`config.mk`:
```
export PLATFORM = sky130hd
export DESIGN_NAME = telemetry_frame_serializer_flat
export DESIGN_NICKNAME = d
export VERILOG_FILES = /design/src/rtl/core/tfs_pkg.sv /design/src/rtl/core/tfs_if.sv /design/src/rtl/core/tfs_lane.sv /design/src/rtl/core/tfs_merge.sv /design/src/rtl/core/tfs_emit.sv /design/src/rtl/core/telemetry_frame_serializer.sv /design/src/flat_wrapper.sv
export SDC_FILE = /design/constraint.sdc
export NUM_CORES = 1
export LEC_CHECK = 0
export BUFFER_PORTS_ARGS = -buffer_cell sky130_fd_sc_hd__buf_4
export CORE_MARGIN = 2
export CORE_UTILIZATION = 38
export CTS_CLUSTER_DIAMETER = 50
export DETAILED_ROUTE_END_ITERATION = 10
export PLACE_DENSITY_LB_ADDON = 0.25
export SLEW_MARGIN = 20
export SYNTH_ARGS = -nofsm -noshare
export SYNTH_HDL_FRONTEND = slang
export SYNTH_HIERARCHICAL = 1
export SYNTH_SLANG_ARGS = --single-unit
```
`constraint.sdc`:
```
create_clock -name clock -period 11.1 [get_ports clock]
set_input_delay 1.665 -clock clock [delete_from_list [all_inputs] [get_ports clock]]
set_output_delay 1.665 -clock clock [all_outputs]
set_load 0.03 [all_outputs]
```
`src/rtl/core/tfs_pkg.sv`:
```
// Shared types and frame constants for the telemetry frame serializer.
`timescale 1ns / 1ps
`default_nettype none

package tfs_pkg;

   localparam int LaneCount = 9;
   localparam int AttCount  = 6;

   localparam logic ModeAttitude = 1'b0;
   localparam logic ModeMotion   = 1'b1;

   localparam logic [7:0] HdrFirst  = 8'hA5;
   localparam logic [7:0] HdrSecond = 8'h5A;
   localparam logic [7:0] TailByte  = 8'hAA;
   localparam logic [7:0] LenAtt    = 8'd16;
   localparam logic [7:0] LenMot    = 8'd22;
   localparam logic [7:0] TypeAtt   = 8'hA1;
   localparam logic [7:0] TypeMot   = 8'hA2;

   localparam logic [15:0] SignOffset = 16'h8000;

   localparam int IdxWidth = 5;
   localparam logic [IdxWidth-1:0] IdxHdrFirst  = 5'd0;
   localparam logic [IdxWidth-1:0] IdxHdrSecond = 5'd1;
   localparam logic [IdxWidth-1:0] IdxLen       = 5'd2;
   localparam logic [IdxWidth-1:0] IdxType      = 5'd3;
   localparam logic [IdxWidth-1:0] IdxDataStart = 5'd4;
   localparam logic [IdxWidth-1:0] IdxLastAtt   = 5'd17;
   localparam logic [IdxWidth-1:0] IdxLastMot   = 5'd23;

   typedef logic [15:0] word_type;

   typedef struct packed {
      logic               mode;
      logic signed [15:0] value_0;
      logic signed [15:0] value_1;
      logic signed [15:0] value_2;
      logic signed [15:0] value_3;
      logic signed [15:0] value_4;
      logic signed [15:0] value_5;
      logic signed [15:0] value_6;
      logic signed [15:0] value_7;
      logic signed [15:0] value_8;
   } req_payload_type;

   typedef struct packed {
      logic [7:0] out_byte;
      logic       last_byte;
   } rsp_payload_type;

   typedef struct packed {
      logic                          mode;
      logic [LaneCount-1:0][15:0]    word;
      logic [7:0]                    checksum;
   } frame_type;

endpackage

`default_nettype wire

```
`src/rtl/core/tfs_if.sv`:
```
// Request and response channel interfaces of the telemetry frame serializer.
`timescale 1ns / 1ps
`default_nettype none

interface tfs_req_if;
   logic                     valid;
   logic                     ready;
   tfs_pkg::req_payload_type payload;

   modport source (output valid, output payload, input ready);
   modport sink (input valid, input payload, output ready);
endinterface

interface tfs_rsp_if;
   logic                     valid;
   logic                     ready;
   tfs_pkg::rsp_payload_type payload;

   modport source (output valid, output payload, input ready);
   modport sink (input valid, input payload, output ready);
endinterface

`default_nettype wire

```
`src/rtl/core/tfs_lane.sv`:
```
// One encoding lane: sign-magnitude conversion of a value and the sum of its two bytes.
`timescale 1ns / 1ps
`default_nettype none

module tfs_lane (
   input  wire logic signed [15:0] value,
   output tfs_pkg::word_type       word,
   output logic [7:0]              byte_sum
);
   import tfs_pkg::*;

   // A negative value becomes 0x8000 plus its magnitude, which is 0x8000 minus
   // the raw word modulo 2^16; the most negative value therefore wraps to zero.
   always_comb begin
      if (value[15]) begin
         word = SignOffset - word_type'(value);
      end else begin
         word = word_type'(value);
      end
      byte_sum = word[15:8] + word[7:0];
   end

endmodule

`default_nettype wire

```
`src/rtl/core/tfs_merge.sv`:
```
// Merging stage: gathers the lane results into a staged frame with its checksum.
`timescale 1ns / 1ps
`default_nettype none

module tfs_merge (
   input  wire logic               clock,
   input  wire logic               reset,
   tfs_req_if.sink                 req_if,
   input  wire tfs_pkg::word_type  lane_word [tfs_pkg::LaneCount],
   input  wire logic [7:0]         lane_sum [tfs_pkg::LaneCount],
   input  wire logic               take,
   output tfs_pkg::frame_type      pend_frame,
   output logic                    pend_valid
);
   import tfs_pkg::*;

   frame_type  pend_ff;
   frame_type  pend_in;
   logic       pend_valid_ff;
   logic       pend_valid_in;
   logic       accept;
   logic [7:0] checksum;

   // The staging slot frees up in the same cycle the emitter takes its frame.
   assign req_if.ready = !pend_valid_ff || take;
   assign accept       = req_if.valid && req_if.ready;

   always_comb begin
      if (req_if.payload.mode == ModeMotion) begin
         checksum = LenMot + TypeMot;
      end else begin
         checksum = LenAtt + TypeAtt;
      end
      for (int i = 0; i < LaneCount; i++) begin
         if (i < AttCount || req_if.payload.mode == ModeMotion) begin
            checksum = checksum + lane_sum[i];
         end
      end
   end

   always_comb begin
      pend_in       = pend_ff;
      pend_valid_in = pend_valid_ff;
      if (accept) begin
         pend_in.mode     = req_if.payload.mode;
         pend_in.checksum = checksum;
         for (int i = 0; i < LaneCount; i++) begin
            pend_in.word[i] = lane_word[i];
         end
         pend_valid_in = 1'b1;
      end else if (take) begin
         pend_valid_in = 1'b0;
      end
   end

   always_ff @(posedge clock) begin
      if (reset) begin
         pend_valid_ff <= 1'b0;
      end else begin
         pend_valid_ff <= pend_valid_in;
      end
      pend_ff <= pend_in;
   end

   assign pend_frame = pend_ff;
   assign pend_valid = pend_valid_ff;

endmodule

`default_nettype wire

```
`src/rtl/core/tfs_emit.sv`:
```
// Byte emitter: walks the active frame and drives one response byte per cycle while rsp_if.ready is high.
`timescale 1ns / 1ps
`default_nettype none

module tfs_emit (
   input  wire logic               clock,
   input  wire logic               reset,
   input  wire tfs_pkg::frame_type pend_frame,
   input  wire logic               pend_valid,
   output logic                    take,
   tfs_rsp_if.source               rsp_if
);
   import tfs_pkg::*;

   frame_type              active_ff;
   frame_type              active_in;
   logic                   active_valid_ff;
   logic                   active_valid_in;
   logic [IdxWidth-1:0]    idx_ff;
   logic [IdxWidth-1:0]    idx_in;
   logic [IdxWidth-1:0]    last_idx;
   logic [IdxWidth-1:0]    chk_idx;
   logic [IdxWidth-1:0]    data_pos;
   logic [3:0]             word_idx;
   word_type               sel_word;
   logic                   is_last;
   logic                   fire;
   logic [7:0]             out_byte;

   always_comb begin
      last_idx = (active_ff.mode == ModeMotion) ? IdxLastMot : IdxLastAtt;
      chk_idx  = last_idx - IdxWidth'(1);
      is_last  = (idx_ff == last_idx);
      data_pos = idx_ff - IdxDataStart;
      word_idx = data_pos[4:1];
      if (word_idx < LaneCount) begin
         sel_word = active_ff.word[word_idx];
      end else begin
         sel_word = '0;
      end

      priority if (idx_ff == IdxHdrFirst) begin
         out_byte = HdrFirst;
      end else if (idx_ff == IdxHdrSecond) begin
         out_byte = HdrSecond;
      end else if (idx_ff == IdxLen) begin
         out_byte = (active_ff.mode == ModeMotion) ? LenMot : LenAtt;
      end else if (idx_ff == IdxType) begin
         out_byte = (active_ff.mode == ModeMotion) ? TypeMot : TypeAtt;
      end else if (is_last) begin
         out_byte = TailByte;
      end else if (idx_ff == chk_idx) begin
         out_byte = active_ff.checksum;
      end else begin
         // High byte first within each word.
         out_byte = data_pos[0] ? sel_word[7:0] : sel_word[15:8];
      end
   end

   assign fire = active_valid_ff && rsp_if.ready;
   assign take = pend_valid && (!active_valid_ff || (fire && is_last));

   always_comb begin
      active_in       = active_ff;
      active_valid_in = active_valid_ff;
      idx_in          = idx_ff;
      if (take) begin
         active_in       = pend_frame;
         active_valid_in = 1'b1;
         idx_in          = '0;
      end else if (fire) begin
         if (is_last) begin
            active_valid_in = 1'b0;
            idx_in          = '0;
         end else begin
            idx_in = idx_ff + IdxWidth'(1);
         end
      end
   end

   always_ff @(posedge clock) begin
      if (reset) begin
         active_valid_ff <= 1'b0;
         idx_ff          <= '0;
      end else begin
         active_valid_ff <= active_valid_in;
         idx_ff          <= idx_in;
      end
      active_ff <= active_in;
   end

   assign rsp_if.valid             = active_valid_ff;
   assign rsp_if.payload.out_byte  = out_byte;
   assign rsp_if.payload.last_byte = is_last;

   a_idle_idx_zero : assert property (@(posedge clock) disable iff (reset)
      !active_valid_ff |-> idx_ff == '0)
      else $error("byte index not at zero while no frame is active");

   a_idx_in_frame : assert property (@(posedge clock) disable iff (reset)
      active_valid_ff |-> idx_ff <= last_idx)
      else $error("byte index ran past the end of the frame");

   a_drain_to_idle : assert property (@(posedge clock) disable iff (reset)
      (fire && is_last && !pend_valid) |=> !active_valid_ff)
      else $error("emitter stayed active after the final byte with nothing staged");

   a_next_frame_starts : assert property (@(posedge clock) disable iff (reset)
      (fire && is_last && pend_valid) |=> (active_valid_ff && idx_ff == '0))
      else $error("staged frame did not start straight after the final byte");

endmodule

`default_nettype wire

```
`src/rtl/core/telemetry_frame_serializer.sv`:
```
// Top level of the telemetry frame serializer.
//
// Each request on req_if carries a mode bit and nine signed 16-bit values. Mode 0
// sends an attitude frame of 18 bytes built from values 0 to 5; mode 1 sends a
// motion frame of 24 bytes built from all nine values. The frame leaves on rsp_if
// one byte per response: A5, 5A, length, type, each value in sign-magnitude form
// high byte first, the checksum and AA, with last_byte set on the AA byte only.
// Nine encoding lanes convert the values in parallel and a merging stage forms the
// checksum into a one-frame staging register; the emitter then steps through the
// frame with a byte counter.
// An accepted frame passes through the staging register and the emitter's active-frame
// register before its first byte is offered. The byte counter delivers one byte
// per cycle while ready is high; if the receiver holds ready low, the current
// byte stays on rsp_if and the counter waits. A request staged behind the active
// frame follows with no gap. A new request is accepted while the previous frame
// is still being sent, as long as the staging register is free; once it is full,
// req_if.ready drops. Synchronous reset discards any staged or active frame.
`timescale 1ns / 1ps
`default_nettype none

module telemetry_frame_serializer (
   input  wire logic clock,
   input  wire logic reset,
   tfs_req_if.sink   req_if,
   tfs_rsp_if.source rsp_if
);
   import tfs_pkg::*;

   logic signed [15:0] in_value [LaneCount];
   word_type           lane_word [LaneCount];
   logic [7:0]         lane_sum [LaneCount];
   frame_type          pend_frame;
   logic               pend_valid;
   logic               take;

   assign in_value[0] = req_if.payload.value_0;
   assign in_value[1] = req_if.payload.value_1;
   assign in_value[2] = req_if.payload.value_2;
   assign in_value[3] = req_if.payload.value_3;
   assign in_value[4] = req_if.payload.value_4;
   assign in_value[5] = req_if.payload.value_5;
   assign in_value[6] = req_if.payload.value_6;
   assign in_value[7] = req_if.payload.value_7;
   assign in_value[8] = req_if.payload.value_8;

   for (genvar g = 0; g < LaneCount; g++) begin : g_lane
      tfs_lane u_lane (
         .value    (in_value[g]),
         .word     (lane_word[g]),
         .byte_sum (lane_sum[g])
      );
   end

   tfs_merge u_merge (
      .clock      (clock),
      .reset      (reset),
      .req_if     (req_if),
      .lane_word  (lane_word),
      .lane_sum   (lane_sum),
      .take       (take),
      .pend_frame (pend_frame),
      .pend_valid (pend_valid)
   );

   tfs_emit u_emit (
      .clock      (clock),
      .reset      (reset),
      .pend_frame (pend_frame),
      .pend_valid (pend_valid),
      .take       (take),
      .rsp_if     (rsp_if)
   );

endmodule

`default_nettype wire

```
`src/flat_wrapper.sv`:
```
// flat-port wrapper written by rule: the top's interface ports become plain ports
module telemetry_frame_serializer_flat import tfs_pkg::*;
  (clock, reset, req_if_valid, req_if_payload, req_if_ready, rsp_if_valid, rsp_if_payload, rsp_if_ready);
  tfs_req_if req_if_i ();
  tfs_rsp_if rsp_if_i ();
  input  wire logic clock;
  input  wire logic reset;
  input wire logic [$bits(req_if_i.valid)-1:0] req_if_valid;
  input wire logic [$bits(req_if_i.payload)-1:0] req_if_payload;
  output wire logic [$bits(req_if_i.ready)-1:0] req_if_ready;
  output wire logic [$bits(rsp_if_i.valid)-1:0] rsp_if_valid;
  output wire logic [$bits(rsp_if_i.payload)-1:0] rsp_if_payload;
  input wire logic [$bits(rsp_if_i.ready)-1:0] rsp_if_ready;
  assign req_if_i.valid = req_if_valid;
  assign req_if_i.payload = req_if_payload;
  assign req_if_ready = req_if_i.ready;
  assign rsp_if_valid = rsp_if_i.valid;
  assign rsp_if_payload = rsp_if_i.payload;
  assign rsp_if_i.ready = rsp_if_ready;
  telemetry_frame_serializer u_core (.clock(clock), .reset(reset), .req_if(req_if_i), .rsp_if(rsp_if_i));
endmodule
```
Word-level counts from Yosys, hierarchy flattened --
Cells that the tools add are included.
Storage, ports and cells: word-level logic and storage cells 108, bits in registers 313, input port bits 149, output and inout bits 11
Operators by class: multiplexer cells 32, reduce and logical (&&, ||, !) cells 14, magnitude comparators 2, equal/unequal tests 5, add/sub/neg operators 30
Operators by type and width (number):
- $mux 16 | 11
- $add 8x8->8 | 18
- $sub 16x16->16 const A | 9
- $mux 8 | 10
- $bmux 16 s4 | 1
- $eq 5x2->1 const B | 2
- $eq 5x5->1 | 2
- $mux 3 | 2
- $reduce_bool 2->1 | 3
- $add 5x1->5 const B | 1
- $eq 5x1->1 const B | 1
- $logic_not 5->1 | 1
- $lt 4x5->1 const B | 1
- $mux 1 | 5
- $mux 5 | 1
- $sub 5x1->5 const B | 1
- $sub 5x3->5 const B | 1
- $logic_and 1x1->1 | 4
- $lt 4x4->1 const B | 1
- $mux 4 | 1
- $logic_not 1->1 | 2
- $logic_or 1x1->1 | 2
- $mux 2 | 1
- $reduce_and 2->1 | 1
- $reduce_or 2->1 | 1

Depth between registers and ports, before layout --
Gate-level depths: netlist of the first run.
word-level depth 15, mapped depth 39, gate-level depth less buffers 39

Hierarchy --
Netlist of the first run, hierarchy kept.
Modules (own cells, without submodules):
- tfs_merge | area an instance 6740.2 µm², times used 1, cells each 404, sequential area each 4614.4 µm²
- tfs_emit | area an instance 6537.5 µm², times used 1, cells each 381, sequential area each 4714.5 µm²
- tfs_lane (u_core.g_lane[4].u_lane ...) | area an instance 665.6 µm², times used 5, cells each 83, sequential area each 0.0 µm²
- tfs_lane (u_core.g_lane[1].u_lane ...) | area an instance 635.6 µm², times used 3, cells each 83, sequential area each 0.0 µm²
- tfs_lane (u_core.g_lane[0].u_lane) | area an instance 589.3 µm², times used 1, cells each 73, sequential area each 0.0 µm²

Worst setup path after synthesis of the first run --
Ideal clock, no wire load.
path kind input port to flip-flop, from input rsp_if_ready, to register u_core.u_merge.pend_ff, in the netlist u_core/u_merge/pend_frame[0], enable pin, setup slack 794 ps, arrival 9775 ps, cell stages on the path 5, setup time 530 ps, cell sequence clkbuf_1 -> a31o_2 -> and2_1 -> nand2b_1 -> and2_1
On the way: word-level cells in the longest chain between the ends 6
RTL lines:
- start, declared | line flat_wrapper.sv:13 | input wire logic [$bits(rsp_if_i.ready)-1:0] rsp_if_ready;
- $logic_and 1x1->1 | line tfs_emit.sv:60 | assign fire = active_valid_ff && rsp_if.ready;
- $logic_and 1x1->1 | line tfs_emit.sv:61 | assign take = pend_valid && (!active_valid_ff || (fire && is_last));
- $logic_or 1x1->1 | line tfs_emit.sv:61
- $logic_and 1x1->1 | line tfs_emit.sv:61
- via u_core.take | line telemetry_frame_serializer.sv:34 | logic take;
- $logic_or 1x1->1 | line tfs_merge.sv:25 | assign req_if.ready = !pend_valid_ff || take;
- via req_if_ready | line flat_wrapper.sv:10 | output wire logic [$bits(req_if_i.ready)-1:0] req_if_ready;
- $logic_and 1x1->1 | line tfs_merge.sv:26 | assign accept = req_if.valid && req_if.ready;
- via u_core.u_merge.accept | line tfs_merge.sv:21 | logic accept;
- end signal, assigned | line tfs_merge.sv:62 | pend_ff <= pend_in;
- end, declared | line tfs_merge.sv:17 | frame_type pend_ff;
The timed path passes the listed nets, and every way through them passes these cells. A chain may end at the register's enable or synchronous reset.

==> summary by stage, run 1 <==
Status
The flow ran to the end, and the final reports show no timing, DRC or antenna violations.

Die
Row generation in the floorplan step produced 82 rows. The core area is 49900 sq um. The die covers 52100 sq um.

The number of top-level pins is 160. The starting density of the core is 38.3%. The floorplan step set the die height to 228 microns.

The die is 228 microns wide.

Clocking
Post-CTS repair changed the size of 0 cells. After clock tree synthesis, the flow added hold-fix buffers numbering 0. The maximum clock insertion buffer count is 3. CTS placed an instance of clkbuf_16 at the clock tree root. The insertion delay of the later-clocked pin in the worst-skew pair is 550 ps.

The clock net in this run drives a total of 313 sinks. The total CTS buffers is 40. The clock-pin transition on the worst setup and hold timing paths is 60 ps. TritonCTS built the clock tree. The maximum level of the CTS H-tree is 2. The number of buffers inserted to repair setup after CTS is 0.

Worst setup path
The delay of the slowest critical-path stage is 550 ps. The maximum net fanout on the critical path is 6. The required time at the worst-slack endpoint is 11370 ps. Data on the critical path arrives at its endpoint at 9940 ps. The library cell appearing most often on the critical path is xnor2_1. The slowest cell on the critical path is fa_1. The worst setup path is of the in -> reg kind. The launching element type of the critical path is a primary input.

The worst setup path is captured at a register.

Synth
Summing the areas of all fa, ha and maj instances in the mapped netlist gives 11.4% of the synthesized area. The synthesized design spends more area on one cell type than any other, namely edfxtp_1. The proportion of register bits with asynchronous set or reset after synthesis is 0%. Among all flip-flop cells after synthesis, the most frequent one is edfxtp_1.

The number of enable-type register cells in the synthesized netlist is 306. Of the total synthesized cell area, the portion taken by XOR and XNOR cells is 9.98%. The number of standard cells after synthesis is 1522. The post-synthesis net count is 1822. The sequential-to-total area share from yosys stat is 48.8%.

After synthesis, the largest family of logic cells by area is compound AO/OA/AOI/OAI gates. The cell area after synthesis is 19100 sq um. The share of the synthesized area in the top cell type is 48.1%. After synthesis the netlist holds a flip-flop and latch count of 313.

The number of different library cells used by synthesis comes to 74. By area the synthesized netlist is led by edfxtp_1, xnor2_1, ha_1. Each instance of the synthesized netlist takes up on average 12.6 sq um. During synthesis, Yosys emitted a total of 6 warnings. After synthesis, the share of cell area in mux cells is 3.88%. The fraction of the mapped netlist area in compound gates is 13.1%.

The simple-gate share of the synthesized area is 8.52%.

Cells and area
The number of antenna diodes is 0. In the layout the commonest cells are edfxtp_1, xnor2_1, buf_4. The commonest non-fill, non-tap cell in the layout is edfxtp_1. In the final design database the tool counted 1978 nets.

Compared with the post-synthesis result, the final layout area differs by 16.2%. Of the cells placed in the final design, the portion with a size suffix greater than 1 is 18.5%.

Timing
The smallest clock period supported by the final layout is computed as 9670 ps. The total count of max-transition violations in the final report is 0. The measured slew at the worst slew-check pin is 1030 ps. After routing, the total negative slack on setup checks comes to 0 ps. The number of endpoints with negative hold slack in the final report is 0. Of the available clock period, the critical path in the final layout requires 87.1%. The count of endpoints failing setup in the final report is 0. The maximum clock frequency is 103 MHz. The relative max-transition margin is 31.0%. Setup repair after global routing left no endpoint under its margin. Across the routed clock network, the largest skew measured is 22.4 ps.

Route
The routed length on met2 is 22500 microns. The routed length per placed instance is 20.4 microns. After the first detailed-routing iteration, the DRC count stood at 1020. The total met3 wirelength after detailed routing is 2460 microns.

The top metal layer carrying routed signals is met4. Using the TritonRoute via totals, the vias-per-cell ratio works out to 5.26. The vias after detailed routing is 12500.

The number of search-and-repair iterations in the first detailed-routing pass is 8. The sum of routed wire length over all layers is 48600 microns. The count of unresolved DRC violations after routing is 0. The post-route met1 wirelength is 22200 microns. In this run the remaining antenna-violating nets after routing total 0.

Placement
The half-perimeter wire length of the detailed placement result is 38200 microns. The final weighted congestion in routability-driven placement is 0.867. Buffers placed on the I/O ports in this run total 159.

GRT
The first global-routing pass estimated 74000 microns of wire. After global routing the overflow that remains totals 0. The initial antenna violation count was 2. Global routing used 18.6% of the available tracks.

The pin count of the biggest net entering global routing is 86. The via count of the first global-routing pass is 12300.

Run
Across the run, the number of max-cap violations was 0.

Worst hold path
The class of the tightest hold or removal check is reg -> reg.
==> synthesized netlist by cell type, drive strengths merged (2+ instances only) <==
cell / n
edfxtp: 306
xnor2: 175
inv: 130
ha: 112
o21ai: 92
a21oi: 67
nand2: 58
a21o: 40
fa: 39
buf: 38
nor2: 37
nand2b: 34
o31ai: 33
or3: 33
mux2i: 28
nor3: 28
a211oi: 22
xor2: 22
mux4: 20
nand3: 20
or4: 19
o41ai: 17
clkbuf: 15
a31oi: 14
o21bai: 12
nor4: 11
and2: 9
nor3b: 8
o2111ai: 8
or4b: 8
xnor3: 8
dfxtp: 7
a221oi: 6
a22oi: 5
nor2b: 5
o21a: 5
a22o: 4
o211ai: 4
nand4: 3
a2111oi: 2
a2bb2oi: 2
and3: 2
==> cell type report <==
class	instances	area (sq um)
Clock buffer	48	1070
Clock inverter	25	256
Fill cell	4571	27700
Inverter	130	488
Multi-Input combinational cell	1026	8960
Sequential cell	313	9330
Tap cell	672	841
Timing Repair Buffer	167	1260
==> logic make-up after synthesis <==
logic type | after synthesis
buffers and inverters | 183
multiplexers | 49
adder cells (fa/ha/maj) | 151
XOR/XNOR | 205
AO/OA/AOI/OAI | 344
AND/OR/NAND/NOR | 277
flip-flops | 313
==> stage by stage <==
step	cell area (sq um)	hold slack (ps)	cells	setup WS, ps	utilization (%)
floorplan	19100	400	1522	794	-
global placement	20900	403	2308	997	41.9
detailed placement	20900	405	2308	920	41.9
CTS	22200	396	2381	1450	44.5
global route	22200	407	2381	942	44.5
finish	22200	397	2381	1430	44.5
==> registers in the layout, indices dropped and copies added, names as in the netlist <==
signal	cells
u_core/u_emit/idx_ff	5
u_core/u_merge/pend_valid	1
u_core/u_merge/pend_frame	153
u_core/u_emit/rsp_if.valid	1
u_core/u_emit/active_ff	153
==> critical path, delay by kind of cell <==
family	cells	cell delay [ps]
AOI/OAI and AO/OA	9	1610
xor gates and xnor gates	8	1330
adders and majority gates	9	3750
buffers and inverters	5	320
and+or+nand+nor	6	1260
==> worst paths after layout <==
| check | startpoint | end | slack, ps | depth (start not counted) |
|---|---|---|---|---|
| min | u_core/u_merge/pend_frame[121] | u_core/u_emit/active_ff[121] | 400 | 0 |
| max reg2reg | u_core/u_emit/idx_ff[1] | u_core/u_emit/active_ff[10] | 7210 | 7 |
| max | req_if_payload[101] | u_core/u_merge/pend_frame[7] | 1430 | 37 |
| min reg2reg | u_core/u_merge/pend_frame[121] | u_core/u_emit/active_ff[121] | 400 | 0 |
==> layer usage <==
metal	global-route usage (%)	up-vias
met4	6.50	0
li1	-	5994
met2	29.6	360
met3	2.60	84
met5	0.0919	-
met1	26.0	6087
Power of run 1 is left out: the tool's default activity adds up to more than one toggle a clock period on the data nets, which glitch-free logic cannot reach.
==> inputs of run 2 (changes only) <==
--- a/config.mk
+++ b/config.mk
@@ -5,6 +5,7 @@
 export SDC_FILE = /design/constraint.sdc
 export NUM_CORES = 1
 export LEC_CHECK = 0
+export ABC_AREA = 1
 export BUFFER_PORTS_ARGS = -buffer_cell sky130_fd_sc_hd__buf_4
 export CORE_MARGIN = 2
 export CORE_UTILIZATION = 38
==> summary by stage, run 2 <==
GRT
The initial antenna violation count was 1 (-1). The total congestion overflow after global routing is 0 (unchanged). The pin count of the biggest net entering global routing is 155 (+80%). The overall fraction of global-route tracks in use is 19.6% (+1.0 points). The via count of the first global-routing pass is 15200 (+24%).

The wire length of the first global-routing pass came to 84300 microns (+14%).

Route
The remaining antenna violation count after routing came to 0 (unchanged). The routed length per placed instance is 17.8 microns (-13%). The sum of routed wire length over all layers was 55000 microns (+13%). The post-route met1 wirelength is 24600 microns (+11%).

The number of search-and-repair iterations in the first detailed-routing pass was 7 (-1). The number of DRC markers after the initial detailed-route iteration came to 1169 (+15%). The vias after detailed routing was 15600 (+25%). The count of unresolved DRC violations after routing was 0 (unchanged). The total met3 wirelength after detailed routing is 2910 microns (+18%).

The highest metal layer carrying signal wires in the routed design is met5. The routed length on met2 is 25500 microns (+13%). The vias per cell is 5.05 (-3.9%).

Worst setup path
The capture point of the worst reg-to-reg path is u_core/u_merge/pend_frame[60]. The launching element type of the critical path is a primary input. In this run the critical register-to-register path is launched from u_core/u_emit/idx_ff[2].

STA classifies the critical path endpoint as a register. The reg-to-reg setup timing slack is 7350 ps (+140 ps). The slowest cell on the critical path is fa_1.

The maximum net fanout on the critical path is 5 (-1). The setup path with the least slack is of type in -> reg. The delay of the slowest critical-path stage was 590 ps (+40 ps). The required time at the worst-slack endpoint came to 11390 ps (+20 ps). The number of cells on the worst reg-to-reg path is 11 (+4). The worst path arrival time was 9520 ps (-420 ps).

Die
The overall die width is 236 microns (+3.3%). The core area came to 52800 sq um (+5.8%). The number of top-level pins was 160 (unchanged). The floorplan die height is 236 microns (+3.3%). The number of placement rows is 84 (+2.4%). The overall die area is 55500 sq um (+6.6%). The starting density of the core is 38.6% (+0.34 points).

Cells and area
The net count reported at finish is 2675 (+35%). The area added between synthesis and finish is 14.9%. Leaving out fill and tap cells, the most frequent cells in the layout are nand2_1, edfxtp_1, inv_1. Leaving out fill and tap cells, the most frequent cell in the layout is nand2_1. The final standard cell utilization of the core is 44.4% (-0.11 points).

The share of layout cells above drive strength 1 is 16.5% (-2.0 points). The number of antenna diodes is 0 (unchanged).

Timing
The maximum clock frequency is 108 MHz (+4.8%). The relative max-transition margin is 33.9% (+3.0 points). Setup repair after global routing left no endpoint under its margin. The post-route fraction of the period consumed by the critical path is 83.1% (-4.0 points). The count of endpoints failing setup in the final report is 0 (unchanged). The total negative slack came to 0 ps (unchanged). The total count of max-transition violations in the final report was 0 (unchanged). The time the final worst path needs with I/O delays and setup is 9230 ps (-441 ps).

The final worst hold slack is 410 ps (+13.1 ps). The number of endpoints with negative hold slack in the final report is 0 (unchanged). The measured slew at the worst slew-check pin is 991 ps (-41.2 ps). The worst clock skew on the final layout is 23.7 ps (+1.26 ps).

Placement
The half-perimeter wire length of the detailed placement result is 43100 microns (+13%). The total of buffers placed on input and output ports is 159 (unchanged). The final weighted congestion in routability-driven placement is 0.927 (+6.8%).

Worst hold path
The capture endpoint of the worst hold path is u_core/u_emit/active_ff[3]. The worst hold path begins at u_core/u_merge/pend_frame[3]. The class of the tightest hold or removal check is reg -> reg.

The count of cells along the worst hold path is 0 (unchanged).

Synth
The most common cell in the synthesized netlist is nand2_1. The xor-xnor portion of the synthesized cell area came to 6.78% (-3.2 points). The fraction of the mapped netlist area in compound gates was 6.65% (-6.4 points). The mean area per synthesized cell is 9.20 sq um (-27%).

After synthesis, the largest family of logic cells by area is simple AND/OR/NAND/NOR gates. The cell type contributing the most total cell area after synthesis is edfxtp_1. The number of storage elements in the synthesis netlist was 313 (unchanged). The share of the synthesized area in the top cell type is 45.1% (-3.0 points). The post-synthesis net count is 2517 (+38%). The fraction of synthesized area in multiplexers is 0% (-3.9 points). The most used flip-flop cell after synthesis is edfxtp_1. The number of enable-type register cells in the synthesized netlist is 306 (unchanged). The simple-gate share of the synthesized area is 23.2% (+15 points). The adder-cell share of the synthesized area is 10.7% (-0.72 points). The proportion of register bits with asynchronous set or reset after synthesis was 0% (unchanged).

The sequential-to-total area share from yosys stat is 45.8% (-3.1 points). The number of standard cells after synthesis was 2217 (+46%). The warning count from the yosys run is 6 (unchanged). By count the netlist is led by nand2_1, edfxtp_1, inv_1. In the post-synthesis netlist, the biggest area contributors are edfxtp_1, nand2_1, ha_1.

The count of cell types in the netlist is 50 (-32%). The cell area after synthesis came to 20400 sq um (+6.7%).

Clocking
The clock-pin transition on the worst setup and hold timing paths was 60 ps (about the same). The number of buffers inserted to repair setup after CTS is 0 (unchanged). The CTS tree is done.

The number of buffers inserted for hold repair after clock tree synthesis is 0 (unchanged). The maximum clock insertion buffer count came to 3 (unchanged). The clock sink count was 313 (unchanged). The total CTS buffers is 39 (-2.5%). CTS placed an instance of clkbuf_16 at the clock tree root. The maximum level of the CTS H-tree is 2 (unchanged). The number of gates resized after cts is 0 (unchanged). The insertion delay of the later-clocked pin in the worst-skew pair is 550 ps (about the same).

Run
The number of max-cap violations was 0 (unchanged).

Status
The flow ran to the end, and the final reports show no timing, DRC or antenna violations.
-- run 2: changes by cell type in the layout (fill, tap and decap cells not counted), sizes merged, moves of 27 or more --
cell / delta
o21ai: -36
or3: -33
xnor2: -147
o31ai: -27
nor2: +177
nand2b: -34
a21o: -37
mux2i: -28
xor2: +107
nand2: +539
nand3: +151
inv: +161
-- run 2: routing by layer --
layer  track usage [%]  up-vias
met5                 0        -
met4              7.93        2
met3              2.64       93
met2              32.2      466
met1              26.2     7399
li1                  -     7656
-- run 2: how the worst max path moves through the flow --
stage	startpoint	cells past startpoint	endpoint
after floorplan	rsp_if_ready	6	u_core/u_merge/pend_frame[0]
after global placement	req_if_payload[80]	46	u_core/u_merge/pend_frame[7]
after detailed placement	req_if_payload[80]	48	u_core/u_merge/pend_frame[7]
after CTS	req_if_payload[80]	48	u_core/u_merge/pend_frame[7]
after global routing	req_if_payload[80]	48	u_core/u_merge/pend_frame[7]
final	req_if_payload[80]	46	u_core/u_merge/pend_frame[7]
-- run 2: cells by family (layout without fill, tap and decap cells) --
group                    count (synthesis)  in the layout
AO/OA/AOI/OAI                          218            218
XOR/XNOR                               157            157
adder cells (fa/ha/maj)                151            151
buffers and inverters                  337            522
flip-flops                             313            313
AND/OR/NAND/NOR                       1041           1041
-- run 2: stage by stage --
stage                     setup slack [ps]  std cells  instance area, sq um
after floorplan                        847       2217                 20400
after CTS                             1970       3090                 23400
after detailed placement              1460       3022                 22200
after global placement                1560       3022                 22200
final                                 1870       3090                 23400
after global routing                  1270       3090                 23400
-- run 2: final cells by class --
| cell class | instances | area, sq um |
|---|---|---|
| clock buffers | 45 | 1040 |
| clock inverters | 23 | 205 |
| fillers | 5080 | 29300 |
| inverters | 292 | 1100 |
| multi-input cells | 1567 | 9660 |
| flip-flops and latches | 313 | 9330 |
| well taps | 688 | 861 |
| repair buffers | 162 | 1240 |
-- run 2: worst max-delay path: cells and delay by family --
family                   cells  cell delay (ps)
XOR/XNOR                     4              620
AND/OR/NAND/NOR             12             1080
AO/OA/AOI/OAI                8             1260
adder cells (fa/ha/maj)     11             4230
buffers and inverters       11              680
Power of run 2 is left out for the same reason.
==> inputs of run 3 (changes only) <==
==> constraint.sdc (replaced) <==
create_clock -name clock -period 8.5 [get_ports clock]
set_input_delay 1.275 -clock clock [delete_from_list [all_inputs] [get_ports clock]]
set_output_delay 1.275 -clock clock [all_outputs]
set_load 0.03 [all_outputs]
==> summary by stage, run 3 (synthesis gave the netlist of run 2 again) <==
Cells and area
The top cell types in the final layout, fill and taps aside, are nand2_1, buf_4, edfxtp_1. The share of layout cells above drive strength 1 is 29.2% (+13 points). The number of inserted filler cells in the final layout is 4989 (-1.8%). The final standard cell count with taps included and fillers excluded is 3382 (+9.4%).

From synthesis to final layout, the design area changed by 28.3%. The number of antenna diodes is 0 (unchanged). The library cell used most frequently in the layout, excluding fill and tap cells, is nand2_1. The net count reported at finish is 2967 (+11%).

Clocking
The insertion delay of the later-clocked pin in the worst-skew pair is 560 ps (about the same). The clock-pin transition on the worst setup and hold timing paths came to 60 ps (about the same). TritonCTS built the clock tree. The maximum clock insertion buffer count is 3 (unchanged). The maximum level of the CTS H-tree came to 2 (unchanged).

The CTS root buffer is clkbuf_16. The clock sink count is 313 (unchanged). The number of buffers inserted for hold repair after clock tree synthesis is 0 (unchanged). The total CTS buffers is 40 (+2.6%).

Route
The routed length per placed instance was 17.3 microns (-2.7%). The remaining antenna violation count after routing came to 0 (unchanged). The vias after detailed routing is 16600 (+6.5%).

The sum of routed wire length over all layers was 58600 microns (+6.5%). The number of DRC markers after the initial detailed-route iteration is 1216 (+4.0%). The number of search-and-repair iterations in the first detailed-routing pass is 5 (-2). The count of unresolved DRC violations after routing is 0 (unchanged).

The vias per cell is 4.92 (-2.7%).

Placement
The half-perimeter wire length of the detailed placement result is 46000 microns (+6.9%). The total placed cells including tap cells came to 3298 (+9.1%). The total of buffers placed on input and output ports is 159 (unchanged).

The final weighted congestion in routability-driven placement was 0.935 (+0.86%). The setup slack at placement is -521 ps (-1980 ps).

GRT
The pin count of the biggest net entering global routing is 154 (-0.65%). The total congestion overflow after global routing came to 0 (unchanged). The overall fraction of global-route tracks in use is 20.9% (+1.2 points). The via count of the first global-routing pass is 16600 (+9.2%). The wire length of the first global-routing pass is 90000 microns (+6.9%). The initial antenna violation count is 0 (-1).

Run
The number of max-cap violations is 0 (unchanged).

Worst setup path
The maximum net fanout on the critical path is 4 (-1). The sort of element at the end of the critical path is a register. The worst setup path is launched from a primary input. The worst path arrival time was 8530 ps (-990 ps). The required time at the worst-slack endpoint is 8820 ps (-2570 ps). In this run the critical register-to-register path is captured at u_core/u_emit/active_ff[62].

The worst path buffer plus inverter count is 12 (+1). The critical register-to-register path startpoint is u_core/u_emit/idx_ff[2]. The delay of the slowest critical-path stage is 540 ps (-50 ps). The number of cells on the worst reg-to-reg path came to 11 (unchanged). The count of cell instances traversed by the critical path is 49 (+6.5%). The category of the most critical setup path is in -> reg. The largest individual stage delay along the critical path comes from the cell fa_1. The reg-to-reg setup timing slack is 3800 ps (-3550 ps).

Broken down by cell family, the worst path's largest delay share belongs to adder cells.

Status
The flow ran to the end, and the final reports show no timing, DRC or antenna violations.

Timing
The worst setup slack after layout came to 288 ps (-1580 ps). Setup repair after global routing could not meet its margin everywhere. The measured slew at the worst slew-check pin is 1070 ps (+80.9 ps). The relative max-transition margin came to 28.4% (-5.6 points).

The total count of max-transition violations in the final report is 0 (unchanged). Of the available clock period, the critical path in the final layout requires 96.6%. For this run, the top clock speed supported by timing is 122 MHz. The number of endpoints with negative hold slack in the final report is 0 (unchanged). The worst clock skew on the final layout is 28.3 ps (+4.66 ps). The total negative slack is 0 ps (unchanged). The count of endpoints failing setup in the final report is 0 (unchanged). Subtracting the final worst setup slack from the clock period gives 8210 ps. The final worst hold slack was 404 ps (-6.72 ps).

Die
The starting density of the core is 38.6% (unchanged). The overall die area is 55500 sq um (unchanged). The number of placement rows is 84 (unchanged). The overall die width is 236 microns (unchanged). The number of top-level pins is 160 (unchanged). The core area is 52800 sq um (unchanged). The floorplan die height is 236 microns (unchanged).

Worst hold path
The min-delay analysis places its worst path in the category reg -> reg. The count of cells along the worst hold path is 0 (unchanged). The launch point of the worst hold path is u_core/u_merge/pend_frame[6]. The capture endpoint of the worst hold path is u_core/u_emit/active_ff[6].
-- run 3: cell types whose count changed in the layout (fill, tap and decap cells not counted), sizes merged --
cell | before | now
buf | 162 | 453
clkinvlp | 2 | 3
clkinv | 14 | 10
bufinv | 3 | 2
inv | 296 | 300
clkbuf | 45 | 46
-- run 3: what timing repair did --
item | in CTS | in global routing
setup buffers | 0 | 16
resized for setup | 0 | 120
endpoints found under the setup margin | 0 | 4
-- run 3: area by class of cell --
class,count,area [sq um],share of cell area [%]
well taps,688,861,3.29
repair buffers,453,3430,13.1
clock inverters,23,223,0.851
inverters,292,1110,4.23
multi-input cells,1567,10200,39.0
flip-flops and latches,313,9330,35.7
clock buffers,46,1020,3.91
-- run 3: worst max path at each step --
| stage | to | slack [ps] | from |
|---|---|---|---|
| after floorplan | u_core/u_merge/pend_frame[7] | 10 | req_if_payload[80] |
| after global placement | u_core/u_merge/pend_frame[7] | -500 | req_if_payload[80] |
| after detailed placement | u_core/u_merge/pend_frame[7] | -520 | req_if_payload[80] |
| after CTS | u_core/u_merge/pend_frame[7] | 30 | req_if_payload[80] |
| after global routing | u_core/u_merge/pend_frame[7] | -110 | req_if_payload[80] |
| final | u_core/u_merge/pend_frame[7] | 290 | req_if_payload[113] |
-- run 3: layer usage --
metal  global-route usage [%]  up-vias  part of all wire [%]
met5                        0        -                     0
met4                     7.41        0                   3.0
met3                     2.57       86                   5.3
met2                     34.6      428                    47
met1                     28.1     7868                    45
li1                         -     8243                     -
-- run 3: through the flow --
step,area (sq um),util (%)
after global placement,24200,46.0
final,26200,49.6
after detailed placement,24200,46.0
after global routing,26200,49.6
after floorplan,20400,-
after CTS,25500,48.3
-- run 3: worst reg2reg max path: stages, from the launching register on --
cell	delay, ps
dfxtp_1	310
buf_4	250
inv_2	370
nand2_1	160
nand4_1	110
inv_2	90
nand3_1	120
inv_2	160
nand2_1	140
a21oi_4	860
buf_4	850
buf_4	830
Power of run 3 is left out for the same reason.
